<file path="src/rtl/core/motor_soft_reversal_with_percent_display_macros.svh">
// ----------------------------------------------------------------------------
// Assertion macros for the motor soft reversal block
// Concurrent checks clocked on clk, disabled while arst_n is low.
// ----------------------------------------------------------------------------
`ifndef MOTOR_SOFT_REVERSAL_WITH_PERCENT_DISPLAY_MACROS_SVH
`define MOTOR_SOFT_REVERSAL_WITH_PERCENT_DISPLAY_MACROS_SVH

`ifndef NO_ASSERTIONS

// Same-cycle implication.
`define MSRPD_ASSERT_NOW(label, ante, cons) \
	label: assert property (@(posedge clk) disable iff (!arst_n) (ante) |-> (cons)) \
		else $error("check failed: same-cycle implication");

// Next-cycle implication.
`define MSRPD_ASSERT_NEXT(label, ante, cons) \
	label: assert property (@(posedge clk) disable iff (!arst_n) (ante) |=> (cons)) \
		else $error("check failed: next-cycle implication");

`else

`define MSRPD_ASSERT_NOW(label, ante, cons)
`define MSRPD_ASSERT_NEXT(label, ante, cons)

`endif

`endif

</file>
<file path="src/rtl/core/msrpd_pkg.sv">
// ----------------------------------------------------------------------------
// msrpd_pkg
// Shared widths, register codes, reset values and helpers.
// ----------------------------------------------------------------------------
package msrpd_pkg;

	localparam int SAMPLE_BITS     = 12;
	localparam int TICK_COUNT_BITS = 20;
	localparam int CFG_DATA_BITS   = 20;
	localparam int CFG_INDEX_BITS  = 3;
	localparam int PCT_BITS        = 7;
	localparam int SEG_BITS        = 7;
	localparam int DIGIT_BITS      = 3;

	localparam logic [CFG_INDEX_BITS-1:0] REG_DEBOUNCE      = 3'd0;
	localparam logic [CFG_INDEX_BITS-1:0] REG_RAMP_INTERVAL = 3'd1;
	localparam logic [CFG_INDEX_BITS-1:0] REG_RAMP_STEP     = 3'd2;
	localparam logic [CFG_INDEX_BITS-1:0] REG_MUX_INTERVAL  = 3'd3;
	localparam logic [CFG_INDEX_BITS-1:0] REG_COMMON_ANODE  = 3'd4;

	localparam logic [CFG_DATA_BITS-1:0] DEBOUNCE_RESET      = 20'd20000;
	localparam logic [CFG_DATA_BITS-1:0] RAMP_INTERVAL_RESET = 20'd500000;
	localparam logic [SAMPLE_BITS-1:0]   RAMP_STEP_RESET     = SAMPLE_BITS'(409);
	localparam logic [CFG_DATA_BITS-1:0] MUX_INTERVAL_RESET  = 20'd2000;

	typedef logic [TICK_COUNT_BITS-1:0] tick_cnt_t;

	typedef struct packed {
		logic [CFG_DATA_BITS-1:0] mux_interval;
		logic                     common_anode;
	} disp_cfg_t;

	typedef struct packed {
		logic [SEG_BITS-1:0]   segments;
		logic [DIGIT_BITS-1:0] digit_enable;
	} disp_out_t;

	// Saturating tick counter advance.
	function automatic tick_cnt_t sat_inc(input tick_cnt_t v);
		sat_inc = (v == '1) ? v : v + 1'b1;
	endfunction

	// Counter against interval register, both zero-extended.
	function automatic logic tick_due(input tick_cnt_t cnt, input logic [CFG_DATA_BITS-1:0] lim);
		tick_due = (32'(cnt) >= 32'(lim));
	endfunction

	// floor(sample * 100 / (2^SAMPLE_BITS - 1)). Dividing by 2^n - 1 is
	// (x + (x >> n) + 1) >> n, exact for x below 2^(2n).
	function automatic logic [PCT_BITS-1:0] pct_of(input logic [SAMPLE_BITS-1:0] s);
		logic [SAMPLE_BITS+7:0] x;
		logic [SAMPLE_BITS+7:0] t;
		x = (SAMPLE_BITS+8)'(s) * (SAMPLE_BITS+8)'(100);
		t = x + (x >> SAMPLE_BITS) + 1'b1;
		pct_of = PCT_BITS'(t >> SAMPLE_BITS);
	endfunction

endpackage

</file>
<file path="src/rtl/core/motor_soft_reversal_with_percent_display.sv">
// ----------------------------------------------------------------------------
// motor_soft_reversal_with_percent_display
// Debounced left/right reversal with soft ramp-down and a percent display.
// ----------------------------------------------------------------------------
// Path: an accepted tick request goes into the input register, which feeds the
// state update; the state registers are the result register. Throughput: one
// tick per clock while out_stall does not hold back a waiting result.
// Reset: arst_n clears all control state and loads the register defaults;
// the block takes requests from the first clock after reset is released.
// ----------------------------------------------------------------------------
`include "motor_soft_reversal_with_percent_display_macros.svh"

module motor_soft_reversal_with_percent_display
	import msrpd_pkg::*;
(
	input  logic                      clk,
	input  logic                      arst_n,

	// tick requests
	input  logic                      in_valid,
	output logic                      in_stall,
	input  logic                      left_press,
	input  logic                      right_press,
	input  logic                      sample_valid,
	input  logic [SAMPLE_BITS-1:0]    sample_value,

	// result requests
	output logic                      out_valid,
	input  logic                      out_stall,
	output logic [SAMPLE_BITS-1:0]    duty_forward,
	output logic [SAMPLE_BITS-1:0]    duty_reverse,
	output logic                      red_led,
	output logic                      green_led,
	output logic [SEG_BITS-1:0]       segments,
	output logic [DIGIT_BITS-1:0]     digit_enable,

	// configuration writes
	input  logic                      cfg_valid,
	output logic                      cfg_ready,
	input  logic [CFG_INDEX_BITS-1:0] cfg_index,
	input  logic [CFG_DATA_BITS-1:0]  cfg_data
);

	// configuration registers
	logic [CFG_DATA_BITS-1:0] debounce_q;
	logic [CFG_DATA_BITS-1:0] ramp_interval_q;
	logic [SAMPLE_BITS-1:0]   ramp_step_q;
	logic [CFG_DATA_BITS-1:0] mux_interval_q;
	logic                     common_anode_q;

	// input register
	logic                     valid_s1;
	logic                     lp_s1;
	logic                     rp_s1;
	logic                     sv_s1;
	logic [SAMPLE_BITS-1:0]   sample_s1;
	logic [PCT_BITS-1:0]      pct_s1;

	// controller state
	tick_cnt_t                press_elapsed_q;
	tick_cnt_t                ramp_elapsed_q;
	logic                     pending_left_q;
	logic                     pending_right_q;
	logic                     level_captured_q;
	logic [SAMPLE_BITS-1:0]   ramp_level_q;
	logic [SAMPLE_BITS-1:0]   latest_sample_q;
	logic [PCT_BITS-1:0]      percent_q;
	logic [SAMPLE_BITS-1:0]   fwd_q;
	logic [SAMPLE_BITS-1:0]   rev_q;
	logic                     red_q;
	logic                     green_q;
	logic                     out_valid_q;

	logic                     adv;
	logic                     load_s1;

	// next-state values
	logic                     acc_left;
	logic                     acc_right;
	logic                     pl_n;
	logic                     pr_n;
	logic                     cap_n;
	logic [SAMPLE_BITS-1:0]   latest_n;
	logic [PCT_BITS-1:0]      percent_n;
	logic [SAMPLE_BITS-1:0]   level_cur;
	logic [SAMPLE_BITS-1:0]   level_n;
	logic [SAMPLE_BITS-1:0]   fwd_n;
	logic [SAMPLE_BITS-1:0]   rev_n;
	logic                     red_n;
	logic                     green_n;
	logic                     ramp_restart;
	logic                     ramp_due;

	disp_cfg_t                disp_cfg;
	disp_out_t                disp;

	// ---------------------------------------------------------------------
	// Handshake: the held tick advances whenever the result slot is free or
	// is being taken in this cycle. Refill the input register in the same
	// cycle so a tick enters every clock while the result slot keeps draining.
	// ---------------------------------------------------------------------
	assign adv      = valid_s1 && (!out_valid_q || !out_stall);
	assign load_s1  = !valid_s1 || adv;
	assign in_stall = !load_s1;
	assign cfg_ready = 1'b1;

	always_ff @(posedge clk or negedge arst_n) begin
		if (!arst_n) begin
			debounce_q      <= DEBOUNCE_RESET;
			ramp_interval_q <= RAMP_INTERVAL_RESET;
			ramp_step_q     <= RAMP_STEP_RESET;
			mux_interval_q  <= MUX_INTERVAL_RESET;
			common_anode_q  <= 1'b0;
		end else if (cfg_valid && cfg_ready) begin
			case (cfg_index)
				REG_DEBOUNCE:      debounce_q      <= cfg_data;
				REG_RAMP_INTERVAL: ramp_interval_q <= cfg_data;
				REG_RAMP_STEP:     ramp_step_q     <= cfg_data[SAMPLE_BITS-1:0];
				REG_MUX_INTERVAL:  mux_interval_q  <= cfg_data;
				REG_COMMON_ANODE:  common_anode_q  <= cfg_data[0];
				default: ;
			endcase
		end
	end

	always_ff @(posedge clk or negedge arst_n) begin
		if (!arst_n) begin
			valid_s1 <= 1'b0;
		end else if (load_s1) begin
			valid_s1 <= in_valid;
		end
	end

	// Take the payload with its percent already worked out, so the state
	// update sees only a mux on the sample path.
	always_ff @(posedge clk) begin
		if (load_s1 && in_valid) begin
			lp_s1     <= left_press;
			rp_s1     <= right_press;
			sv_s1     <= sample_valid;
			sample_s1 <= sample_value;
			pct_s1    <= pct_of(sample_value);
		end
	end

	// ---------------------------------------------------------------------
	// Tick update, in order: presses (left first), sample, reversal.
	// ---------------------------------------------------------------------
	always_comb begin
		// shared debounce window; a left acceptance restarts it, so right
		// passes on the same tick only with a zero window
		acc_left  = lp_s1 && tick_due(press_elapsed_q, debounce_q);
		acc_right = rp_s1 && (acc_left ? (debounce_q == '0)
		                               : tick_due(press_elapsed_q, debounce_q));
		pl_n = pending_left_q  || acc_left;
		pr_n = pending_right_q || acc_right;

		latest_n  = sv_s1 ? sample_s1 : latest_sample_q;
		percent_n = sv_s1 ? pct_s1    : percent_q;

		cap_n        = level_captured_q;
		level_cur    = level_captured_q ? ramp_level_q : latest_n;
		level_n      = ramp_level_q;
		fwd_n        = fwd_q;
		rev_n        = rev_q;
		red_n        = red_q;
		green_n      = green_q;
		ramp_restart = 1'b0;
		ramp_due     = tick_due(ramp_elapsed_q, ramp_interval_q);

		if (pl_n || pr_n) begin
			// capture the level once per reversal
			cap_n   = 1'b1;
			level_n = level_cur;
			if (ramp_due) begin
				if (level_cur != '0) begin
					// step the opposite channel down, floor at zero
					level_n = (level_cur > ramp_step_q) ? level_cur - ramp_step_q : '0;
					if (pl_n) begin
						rev_n = level_n;
					end else begin
						fwd_n = level_n;
					end
					ramp_restart = 1'b1;
				end else begin
					// opposite channel at rest: drive the chosen one
					if (pl_n) begin
						fwd_n   = latest_n;
						red_n   = 1'b1;
						green_n = 1'b0;
						pl_n    = 1'b0;
					end else begin
						rev_n   = latest_n;
						red_n   = 1'b0;
						green_n = 1'b1;
						pr_n    = 1'b0;
					end
					cap_n = 1'b0;
				end
			end
		end
	end

	always_ff @(posedge clk or negedge arst_n) begin
		if (!arst_n) begin
			press_elapsed_q  <= '0;
			ramp_elapsed_q   <= '0;
			pending_left_q   <= 1'b0;
			pending_right_q  <= 1'b0;
			level_captured_q <= 1'b0;
			ramp_level_q     <= '0;
			latest_sample_q  <= '0;
			percent_q        <= '0;
			fwd_q            <= '0;
			rev_q            <= '0;
			red_q            <= 1'b0;
			green_q          <= 1'b0;
		end else if (adv) begin
			press_elapsed_q  <= sat_inc((acc_left || acc_right) ? '0 : press_elapsed_q);
			ramp_elapsed_q   <= sat_inc(ramp_restart ? '0 : ramp_elapsed_q);
			pending_left_q   <= pl_n;
			pending_right_q  <= pr_n;
			level_captured_q <= cap_n;
			ramp_level_q     <= level_n;
			latest_sample_q  <= latest_n;
			percent_q        <= percent_n;
			fwd_q            <= fwd_n;
			rev_q            <= rev_n;
			red_q            <= red_n;
			green_q          <= green_n;
		end
	end

	// Hold the result until it is taken; a new one replaces it on advance.
	always_ff @(posedge clk or negedge arst_n) begin
		if (!arst_n) begin
			out_valid_q <= 1'b0;
		end else if (adv) begin
			out_valid_q <= 1'b1;
		end else if (!out_stall) begin
			out_valid_q <= 1'b0;
		end
	end

	// ---------------------------------------------------------------------
	// Display: fed the percent after this tick's sample update.
	// ---------------------------------------------------------------------
	assign disp_cfg.mux_interval = mux_interval_q;
	assign disp_cfg.common_anode = common_anode_q;

	msrpd_display u_display (
		.clk     (clk),
		.arst_n  (arst_n),
		.tick    (adv),
		.cfg     (disp_cfg),
		.percent (percent_n),
		.disp    (disp)
	);

	assign out_valid    = out_valid_q;
	assign duty_forward = fwd_q;
	assign duty_reverse = rev_q;
	assign red_led      = red_q;
	assign green_led    = green_q;
	assign segments     = disp.segments;
	assign digit_enable = disp.digit_enable;

	// ---------------------------------------------------------------------
	// Checks
	// ---------------------------------------------------------------------
	`MSRPD_ASSERT_NOW(a_led_exclusive, 1'b1, $onehot0({red_q, green_q}))
	`MSRPD_ASSERT_NOW(a_digit_onehot, 1'b1, $onehot0(digit_enable))
	`MSRPD_ASSERT_NOW(a_capture_needs_pending, level_captured_q, pending_left_q || pending_right_q)
	`MSRPD_ASSERT_NEXT(a_advance_gives_result, adv, out_valid)

endmodule

</file>
<file path="src/rtl/core/msrpd_display.sv">
// ----------------------------------------------------------------------------
// msrpd_display
// Three-digit multiplexed 7-segment driver for the 0-100 percent value.
// ----------------------------------------------------------------------------
module msrpd_display
	import msrpd_pkg::*;
(
	input  logic                clk,
	input  logic                arst_n,
	input  logic                tick,
	input  disp_cfg_t           cfg,
	input  logic [PCT_BITS-1:0] percent,
	output disp_out_t           disp
);

	typedef enum logic [1:0] {
		PH_UNITS,
		PH_TENS,
		PH_HUNDREDS
	} phase_t;

	tick_cnt_t             mux_elapsed_q;
	phase_t                phase_q;
	logic [SEG_BITS-1:0]   seg_q;
	logic [DIGIT_BITS-1:0] en_q;

	logic                  due;
	logic [PCT_BITS-1:0]   q10;
	logic [3:0]            units;
	logic [3:0]            tens;
	logic [3:0]            hundreds;
	logic [3:0]            digit;
	logic [SEG_BITS-1:0]   seg_raw;
	logic [DIGIT_BITS-1:0] en_next;
	phase_t                phase_next;
	logic [15:0]           prod10;

	function automatic logic [SEG_BITS-1:0] seg_of(input logic [3:0] d);
		case (d)
			4'd0:    seg_of = 7'h3F;
			4'd1:    seg_of = 7'h06;
			4'd2:    seg_of = 7'h5B;
			4'd3:    seg_of = 7'h4F;
			4'd4:    seg_of = 7'h66;
			4'd5:    seg_of = 7'h6D;
			4'd6:    seg_of = 7'h7D;
			4'd7:    seg_of = 7'h07;
			4'd8:    seg_of = 7'h7F;
			4'd9:    seg_of = 7'h6F;
			default: seg_of = 7'h00;
		endcase
	endfunction

	assign due = tick_due(mux_elapsed_q, cfg.mux_interval);

	// p / 10 as (p * 205) >> 11, exact for 7-bit p
	assign prod10   = 16'(percent) * 16'd205;
	assign q10      = PCT_BITS'(prod10 >> 11);
	assign units    = 4'(percent - PCT_BITS'(q10 * 4'd10));
	assign tens     = (q10 >= PCT_BITS'(10)) ? 4'(q10 - PCT_BITS'(10)) : 4'(q10);
	assign hundreds = (percent >= PCT_BITS'(100)) ? 4'd1 : 4'd0;

	always_comb begin
		case (phase_q)
			PH_TENS: begin
				digit      = tens;
				en_next    = 3'b010;
				phase_next = PH_HUNDREDS;
			end
			PH_HUNDREDS: begin
				digit      = hundreds;
				en_next    = 3'b100;
				phase_next = PH_UNITS;
			end
			default: begin
				digit      = units;
				en_next    = 3'b001;
				phase_next = PH_TENS;
			end
		endcase
	end

	assign seg_raw = seg_of(digit);

	always_ff @(posedge clk or negedge arst_n) begin
		if (!arst_n) begin
			mux_elapsed_q <= '0;
			phase_q       <= PH_UNITS;
			seg_q         <= '0;
			en_q          <= '0;
		end else if (tick) begin
			mux_elapsed_q <= sat_inc(due ? '0 : mux_elapsed_q);
			if (due) begin
				phase_q <= phase_next;
				en_q    <= en_next;
				seg_q   <= cfg.common_anode ? ~seg_raw : seg_raw;
			end
		end
	end

	assign disp.segments     = seg_q;
	assign disp.digit_enable = en_q;

endmodule

</file>
<file path="config.mk">
export PLATFORM = sky130hd
export DESIGN_NAME = motor_soft_reversal_with_percent_display
export DESIGN_NICKNAME = d
export VERILOG_FILES = /design/src/rtl/core/msrpd_pkg.sv /design/src/rtl/core/motor_soft_reversal_with_percent_display.sv /design/src/rtl/core/msrpd_display.sv
export VERILOG_INCLUDE_DIRS = /design/src /design/src/rtl/core
export SDC_FILE = /design/constraint.sdc
export NUM_CORES = 1
export LEC_CHECK = 0
export BUFFER_PORTS_ARGS = -buffer_cell sky130_fd_sc_hd__buf_2
export CORE_MARGIN = 5
export CORE_UTILIZATION = 40
export DETAILED_ROUTE_END_ITERATION = 8
export GPL_TIMING_DRIVEN = 0
export PLACE_DENSITY_LB_ADDON = 0.3
export SYNTH_ARGS = -nofsm -noshare
export SYNTH_HDL_FRONTEND = slang
export SYNTH_HIERARCHICAL = 1
export SYNTH_SLANG_ARGS = --single-unit
</file>
<file path="constraint.sdc">
create_clock -name clk -period 13 [get_ports clk]
set_input_delay 1.3 -clock clk [delete_from_list [all_inputs] [get_ports clk]]
set_output_delay 1.3 -clock clk [all_outputs]
set_load 0.01 [all_outputs]
</file>
Word-level counts from Yosys, hierarchy flattened:

Memory sizes are Yosys's and may differ from the RTL's.
Cells that the tools add are included.

* add/subtract/negate cells: 8
* multipliers: 3
* order comparisons: 6
* equal/unequal tests: 13
* muxes and demuxes: 40
* bitwise operators: 2
* reduce and logical (&&, ||, !) cells: 28

Operators with widths (number)
* 2-to-1 mux 12 bit: 11
* 2-to-1 mux 20 bit: 6
* adder 20 x 1 -> 20 bit, second input constant: 3
* equality test 20 bit, second input constant: 3
* greater-or-equal comparator 20 bit: 3
* zero test 20 bit: 1
* adder 19 x 1 -> 19 bit, second input constant: 1
* adder 19 x 7 -> 19 bit: 1
* multiplier 12 x 5 -> 17 bit, second input constant: 1
* 2-to-1 mux 1 bit: 17
* multiplier 7 x 8 -> 15 bit, second input constant: 1
* 2-to-1 mux 7 bit: 2
* AND reduction 2 bit: 7
* greater-than comparator 12 bit: 1
* nonzero test 12 bit: 1
* subtractor 12 bit: 1
* AND reduction 5 bit: 2
* case mux 4 bit (2 select lines): 1
* greater-or-equal comparator 7 bit, second input constant: 1
* NOT 7 bit: 1
* equality test 3 x 2 -> 1 bit, second input constant: 2
* logical OR 1 bit: 6
* case mux 3 bit (2 select lines): 1
* greater-or-equal comparator 4 bit, second input constant: 1
* other kinds (17): 25

* flip-flop bits (word level): 229
* memory bits (read-only): 112
* input port bits: 43
* output and inout port bits: 39
* memories kept: 1

Memories
* (name not given): words 16, bits a word 7, rd ports 1, clocked after memory_dff 0, wr ports 0, RTL line msrpd_display.sv:39 `case (d)`

Longest topological paths before layout:

Gate-level depths: netlist of the first run.

* depth after elaboration: 10
* gate-level depth with buffers: 26
* gate-level depth less buffers: 23

Modules after synthesis:

Netlist of the first run, hierarchy kept.

By module, submodules not included
* motor_soft_reversal_with_percent_display: times used 1, cells an instance 1158, area each 11499.8 um^2
* msrpd_display: times used 1, cells an instance 402, area each 3601.0 um^2

Worst setup path before layout of the first run:

Ideal clock, no wire load.

* path type: reg2reg
* start point: register sv_s1
* end point: register u_display.seg_q[0]
* data arrival time: 5706 ps
* required time: 12862 ps
* setup slack: 7156 ps
* stages on the path, launching flop included: 26
* buffers on the path: 2
* clock period less this slack: 5844 ps
* cell sequence: edfxtp_1 > buf_6 > buf_6 > mux2_2 > inv_1 > ha_1 > fa_1 > inv_1 > ha_1 > inv_1 > fa_1 > inv_1 > ha_1 > nand4_1 > or2_4 > a311oi_4 > xor2_1 > ha_1 > fa_1 > xor2_1 > xnor3_1 > xnor2_2 > o21ai_2 > mux2i_1 > a221oi_1 > o211ai_1

* longest elaborated chain between the ends: 8
* elaborated cells between the ends (all ways): 13

RTL lines
* start, declared: RTL line motor_soft_reversal_with_percent_display.sv:55 `logic sv_s1;`
* start signal, assigned: RTL line motor_soft_reversal_with_percent_display.sv:140 `sv_s1 <= sample_valid;`
* 2-to-1 mux 7 bit *: RTL line motor_soft_reversal_with_percent_display.sv:159 `percent_n = sv_s1 ? pct_s1 : percent_q;`
* via percent_n[4]: RTL line motor_soft_reversal_with_percent_display.sv:84 `logic [PCT_BITS-1:0] percent_n;`
* multiplier 7 x 8 -> 15 bit: RTL line msrpd_display.sv:57 `assign prod10 = 16'(percent) * 16'd205;`
* multiplier 4 x 3 -> 3 bit (tied with other cells): RTL line msrpd_display.sv:59 `assign units = 4'(percent - PCT_BITS'(q10 * 4'd10));`
* subtractor 4 bit or 2-to-1 mux 4 bit (tied branches): RTL line msrpd_display.sv:59, msrpd_display.sv:60
* case mux 4 bit (2 select lines) *: RTL line msrpd_display.sv:64 `case (phase_q)`
* memory (16 x 7 bit) *
* NOT 7 bit: RTL line msrpd_display.sv:96 `seg_q <= cfg.common_anode ? ~seg_raw : seg_raw;`
* 2-to-1 mux 7 bit *: RTL line msrpd_display.sv:96
* end signal, assigned: RTL line msrpd_display.sv:96
* end, declared: RTL line msrpd_display.sv:24 `logic [SEG_BITS-1:0] seg_q;`

Mark *: on every way through the listed nets, which the timed path passes. The rest lies on a longest branch.
A chain may end at the register's enable or synchronous reset.

Worst setup path in the final report of the first run:

Same ends and word-level chain as after synthesis.

==> results of run 1 <==
## worst min-delay path, stage by stage, from the launching register on
cell     delay (ps)
dfrtp_1         340
nand2_1          50
o21ai_1          60
## per-stage QoR
stage          hold slack (ps)  utilization [%]  setup WS, ps  std cells  instance area, um^2
2_1_floorplan              450                -          7160       1560                15100
3_3_place_gp               468             43.1          6730       2151                16100
3_5_place_dp               471             43.2          6630       2152                16200
4_1_cts                    484             45.7          6640       2202                17100
5_1_grt                    509             45.7          6300       2202                17100
6_report                   478             45.7          6600       2202                17100
## cell families (layout without fill, tap and decap cells)
| kind of cell | after synthesis | count (layout) | share of synthesized area (%) |
|---|---|---|---|
| fa+ha+maj | 185 | 185 | 16.2 |
| compound gates | 360 | 360 | 15.7 |
| simple gates | 436 | 436 | 14.3 |
| xor+xnor | 40 | 40 | 2.46 |
| flops | 227 | 227 | 38.5 |
| other cells | 1 | 1 | 0.0248 |
| mux | 98 | 98 | 7.17 |
| buf+inv | 213 | 344 | 5.58 |
## per-layer routing
layer | routed length, um | vias up | share of wire [%] | GRT usage [%]
met1 | 17600 | 5840 | 46 | 24.9
met5 | 0 | - | 0 | 0
met2 | 17900 | 242 | 47 | 30.2
li1 | - | 5807 | - | -
met3 | 1860 | 41 | 4.9 | 2.51
met4 | 650 | 0 | 1.7 | 3.71
## state kept, by name, summed over array words and instances (netlist names), 2 cells and up
| signal | flops |
|---|---|
| debounce_q | 20 |
| duty_forward | 12 |
| duty_reverse | 12 |
| latest_sample_q | 12 |
| mux_interval_q | 20 |
| pct_s1 | 7 |
| percent_q | 7 |
| press_elapsed_q | 20 |
| ramp_elapsed_q | 20 |
| ramp_interval_q | 20 |
| ramp_level_q | 12 |
| ramp_step_q | 12 |
| sample_s1 | 12 |
| u_display/en_q | 2 |
| u_display/mux_elapsed_q | 20 |
| u_display/seg_q | 7 |
## layout make-up
cell class,instances,area (um^2),share of cell area (%)
Buffer,51,234,1.36
Inverter,162,608,3.55
Timing Repair Buffer,81,438,2.55
Clock buffer,38,768,4.48
Multi-Input combinational cell,1120,8440,49.2
Sequential cell,227,5820,33.9
Clock inverter,12,195,1.14
Tap cell,511,639,3.73
## worst min-delay path by stage
stage	start	to	slack [ps]	cells past startpoint
after floorplan	ramp_level_q[7]	ramp_level_q[7]	450	2
after global placement	u_display/seg_q[4]	u_display/seg_q[4]	470	2
after detailed placement	duty_reverse[11]	duty_reverse[11]	470	2
after CTS	duty_reverse[11]	duty_reverse[11]	480	2
after global routing	duty_reverse[11]	duty_reverse[11]	510	2
final	duty_reverse[11]	duty_reverse[11]	480	2
## report_power, final
part | switching [mW] | leakage (nW) | internal [mW] | total, mW
Sequential | 0.0864 | 2.75 | 0.860 | 0.946
Clock | 0.312 | 0.470 | 0.511 | 0.823
Combinational | 1.46 | 4.84 | 1.01 | 2.47
## cells in the final DEF, fill, tap and decap left out, types with 9 or more instances in the layout
| master | instances |
|---|---|
| a211oi_1 | 10 |
| a21o_1 | 25 |
| a21oi_1 | 78 |
| a22o_1 | 16 |
| a22oi_1 | 9 |
| a31oi_1 | 12 |
| and3_1 | 24 |
| buf_2 | 89 |
| clkbuf_1 | 39 |
| clkbuf_16 | 28 |
| dfrtp_1 | 182 |
| dfstp_2 | 23 |
| edfxtp_1 | 22 |
| fa_1 | 17 |
| ha_1 | 168 |
| inv_1 | 160 |
| mux2_1 | 9 |
| mux2_2 | 64 |
| mux2i_1 | 23 |
| nand2_1 | 133 |
| nand2b_1 | 9 |
| nand3_1 | 56 |
| nand4_1 | 33 |
| nor2_1 | 79 |
| nor2b_1 | 15 |
| nor3_1 | 27 |
| nor4_1 | 11 |
| o21ai_0 | 107 |
| o21ai_1 | 18 |
| xnor2_1 | 22 |
| xor2_1 | 16 |
==> out/metrics.cfg, run 1 <==
[setup_path]
end_kind=register
crit_fanout=10
reg2reg_slack_ps=6600
reg2reg_to=u_display/seg_q[0]
crit_path_end=u_display/seg_q[0]
path_buf_inv=6
r2r-start=sv_s1
crit_cells=25
critPathTopFamily=adder cells
arrival_ps=6810
crit_start=sv_s1
critical_path.max_stage_delay_ps=530
critPathSlowestCell=fa_1
crit_type=register to register
worstSetupStartpointType=register
required_ps=13410
reg2reg_depth=25

[yosys]
synth_area_leaders=dfrtp_1, ha_1, mux2_2
synth_cells=1560
synthArstFlopShare_pct=90.3
yosys.area.top_type=dfrtp_1
ys_warn_count=6
synth_top_area_share_pct=30.2
syn_area_um2=15100
avgSynthCellArea_um2=9.68
synth.most_common_cell=dfrtp_1
yosys_most_used_dff=dfrtp_1
synth_commonest_cells=dfrtp_1, ha_1, inv_1
synth_enable_flop_cells=22
synth_fp_nets=1788
yosysSeqAreaShare_pct=38.5
ys_ff_latch=227
ys_types=97

[pwr]
irDropWorstVdd_v=0.000360
power_mw=4.24
p_per_area_nw_per_um2=247
leakagePower_nw=8.07

[layout]
syn_to_final_growth_pct=13.5
layout.nets=1898
fillers=3603
drive_gt1_share_pct=15.5
diodes=0

[drt]
antenna_left=0
dr_total_vias=11930
drt-initial-drc-count=751
drt_first_pass_iters=5
avgViaCountPerCell=5.42
wl_mm=38.0
drc_errors=0
wire_per_inst_um=17.3

[sta]
setup_viol=0
hold_viol_final=0
worst_slew_pin_slew_ps=1130
maxSlewViolCount=0
slew_headroom_pct=24.7
tns_ps=0
finalClockSkew_ps=19.1
clock.fmax_ghz=0.156
period_needed_ps=6400
rsz0062_at_grt=false
min_period_over_period_pct=49.2

[floorplanning]
die_y_um=204
start_util_pct=40.3
die_width_um=204
rows=71
ioPinCount=82
core_um2=37500
die_area_um2=41700

[global_route]
grt_max_degree=115
grt_pass1_vias=11806
antenna_found_initial=0
overflow=0
grt_pass1_wl_mm=61.8
track_usage_pct=18.0

[placed_design]
dp_hpwl_mm=28.6
place_congestion=0.860
io_buffers=80

[worst_hold_path]
hp-class=register to register

[cts]
cts_tree=yes
cts_buffer_depth=3
cts_resized=0
clock_sinks=227
clk_pin_slew_worst_paths_ps=60
cts_made_buffers=27
h-tree-depth=1
postCtsHoldBufs=0
cts_root_buf=clkbuf_16
clock_latency_ps=550
cts_setup_buffers=0

[status]
outcome=completed

[flow_run]
cap_violations=0

(Power assumes the default switching activity.)
==> run 2: changes to the inputs <==
clock period = 5.7 ns   (was 13 ns; I/O delays follow)
==> run 2 against run 1 <==
The run now ends with negative setup slack left. Via count increased by 1.8%. Clock skew increased by 17 ps. Flip-flop and latch count stayed put. First-iteration DRC count grew 13%. Die area did not move. Clock power increased by 120%.
==> out/metrics.cfg, run 2 (synthesis gave the netlist of run 1 again) <==
[sta]
maxSlewViolCount=0
worst_slew_pin_slew_ps=1170
period_needed_ps=5760
min_period_over_period_pct=101
rsz0062_at_grt=true
slew_headroom_pct=21.9
finalClockSkew_ps=35.9
fin_ws_ps=-61.5
clock.fmax_ghz=0.174
hold_viol_final=0
setup_viol=5

[drt]
drc_errors=0
avgViaCountPerCell=5.45
wl_mm=38.5
wire_per_inst_um=17.3
drt-initial-drc-count=847
antenna_left=0
drt_first_pass_iters=5
dr_total_vias=12139

[global_route]
grt_pass1_vias=12070
track_usage_pct=18.2
antenna_found_initial=0
grt_max_degree=121
overflow=0
grt_pass1_wl_mm=62.8

[floorplanning]
rows=71
die_y_um=204
core_um2=37500
start_util_pct=40.3
die_area_um2=41700
ioPinCount=82
die_width_um=204

[layout]
fillers=3617
register_area_um2=5820
fin_area_um2=17400
layout.nets=1922
layout_common_cells=dfrtp_1, ha_1, inv_1
multi_input_area_um2=8580
syn_to_final_growth_pct=15.3
diodes=0
final_common_cell=dfrtp_1
drive_gt1_share_pct=17.8

[pwr]
p_per_area_nw_per_um2=618
switchingPower_mw=4.63
power_mw=10.8
power_frac_seq_pct=20.0
combPwrFrac_pct=63.5
p_clk_share_pct=16.5
p_sw_share_pct=43.1
irDropWorstVdd_v=0.000751
leakagePower_nw=8.19
p_int_mw=6.13

[cts]
h-tree-depth=1
cts_buffer_depth=3
clk_pin_slew_worst_paths_ps=60
clock_sinks=227
cts_made_buffers=27
clock_latency_ps=550
cts_tree=yes
cts_root_buf=clkbuf_16

[placed_design]
placed_area_um2=16200
place_congestion=0.874
io_buffers=80
dp_hpwl_mm=28.9

[setup_path]
worstSetupStartpointType=register
crit_path_end=u_display/seg_q[6]
crit_fanout=8
arrival_ps=6160
r2r-start=sv_s1
reg2reg_slack_ps=-60
end_kind=register
crit_start=sv_s1
reg2reg_depth=25
crit_type=register to register
reg2reg_to=u_display/seg_q[6]
required_ps=6100

[flow_run]
cap_violations=0

[status]
outcome=finished with violations
violations=negative setup slack

[worst_hold_path]
hp-class=input pin to async pin

==> run 2: per-stage QoR <==
| step | utilization [%] | setup WS (ps) | cells | hold slack [ps] | TNS, ps |
|---|---|---|---|---|---|
| after floorplan | - | 3.65 | 1560 | 274 | 0 |
| after global placement | 43.2 | -385 | 2151 | 462 | -2040 |
| after detailed placement | 43.3 | -481 | 2152 | 466 | -2420 |
| after CTS | 46.2 | -80.4 | 2216 | 63.2 | -321 |
| after global routing | 46.5 | -329 | 2226 | 90.6 | -1860 |
| final | 46.5 | -61.5 | 2226 | 18.5 | -225 |
==> run 2: worst min path at each step <==
| stage | from | to | depth (start not counted) |
|---|---|---|---|
| after CTS | arst_n | u_display/mux_elapsed_q[19] | 1 |
| after floorplan | arst_n | common_anode_q | 0 |
| after detailed placement | u_display/seg_q[4] | u_display/seg_q[4] | 2 |
| after global routing | arst_n | u_display/mux_elapsed_q[19] | 1 |
| after global placement | u_display/seg_q[4] | u_display/seg_q[4] | 2 |
| final | arst_n | mux_interval_q[17] | 1 |
==> run 2: repair_timing <==
item,4_1_cts,5_1_grt
setup endpoints to repair,7,7
hold buffers,0,0
cloned,1,0
gates resized for setup,14,7
buffers inserted,14,10
pin swaps,16,7
==> run 2: layer usage <==
metal	track usage (%)	part of all wire, %	routed length (um)	vias to the layer above
met3	2.25	4.8	1840	59
li1	-	-	-	5855
met1	25.5	46	17700	5928
met4	4.43	2.1	816	0
met2	30.0	47	18200	297
met5	0	0	0	-
==> run 2: worst max-delay path, stage by stage (launching register included) <==
cell and delay, ps:
edfxtp_1 400, buf_6 170, mux2_4 350, inv_4 70, ha_4 190, fa_1 510, inv_1 50, ha_1 280
inv_2 40, fa_1 490, inv_2 50, ha_4 260, nand4_1 100, or2_4 270, a311oi_4 290, xor2_2 130
ha_2 200, fa_2 330, xor2_1 150, xnor3_1 290, xnor2_2 260, o21a_2 210, buf_6 140, a211oi_2 70
a221oi_2 190, o211ai_1 110
==> run 2: final cells by class <==
class / instances / share of cell area [%]
multi-input cells: 1120 / 49.3
flip-flops and latches: 227 / 33.4
clock buffers: 35 / 4.34
well taps: 511 / 3.67
repair buffers: 106 / 3.58
inverters: 162 / 3.51
plain buffers: 50 / 1.30
clock inverters: 15 / 0.919
==> run 2: power groups by stage <==
stage                     Combinational (mW)  Clock [mW]  Sequential, mW
after floorplan                         4.47           0            2.14
after CTS                               6.35        1.81            2.16
after detailed placement                5.63           0            2.18
final                                   6.83        1.77            2.16
after global routing                    7.60        1.87            2.19
after global placement                  5.51           0            2.17
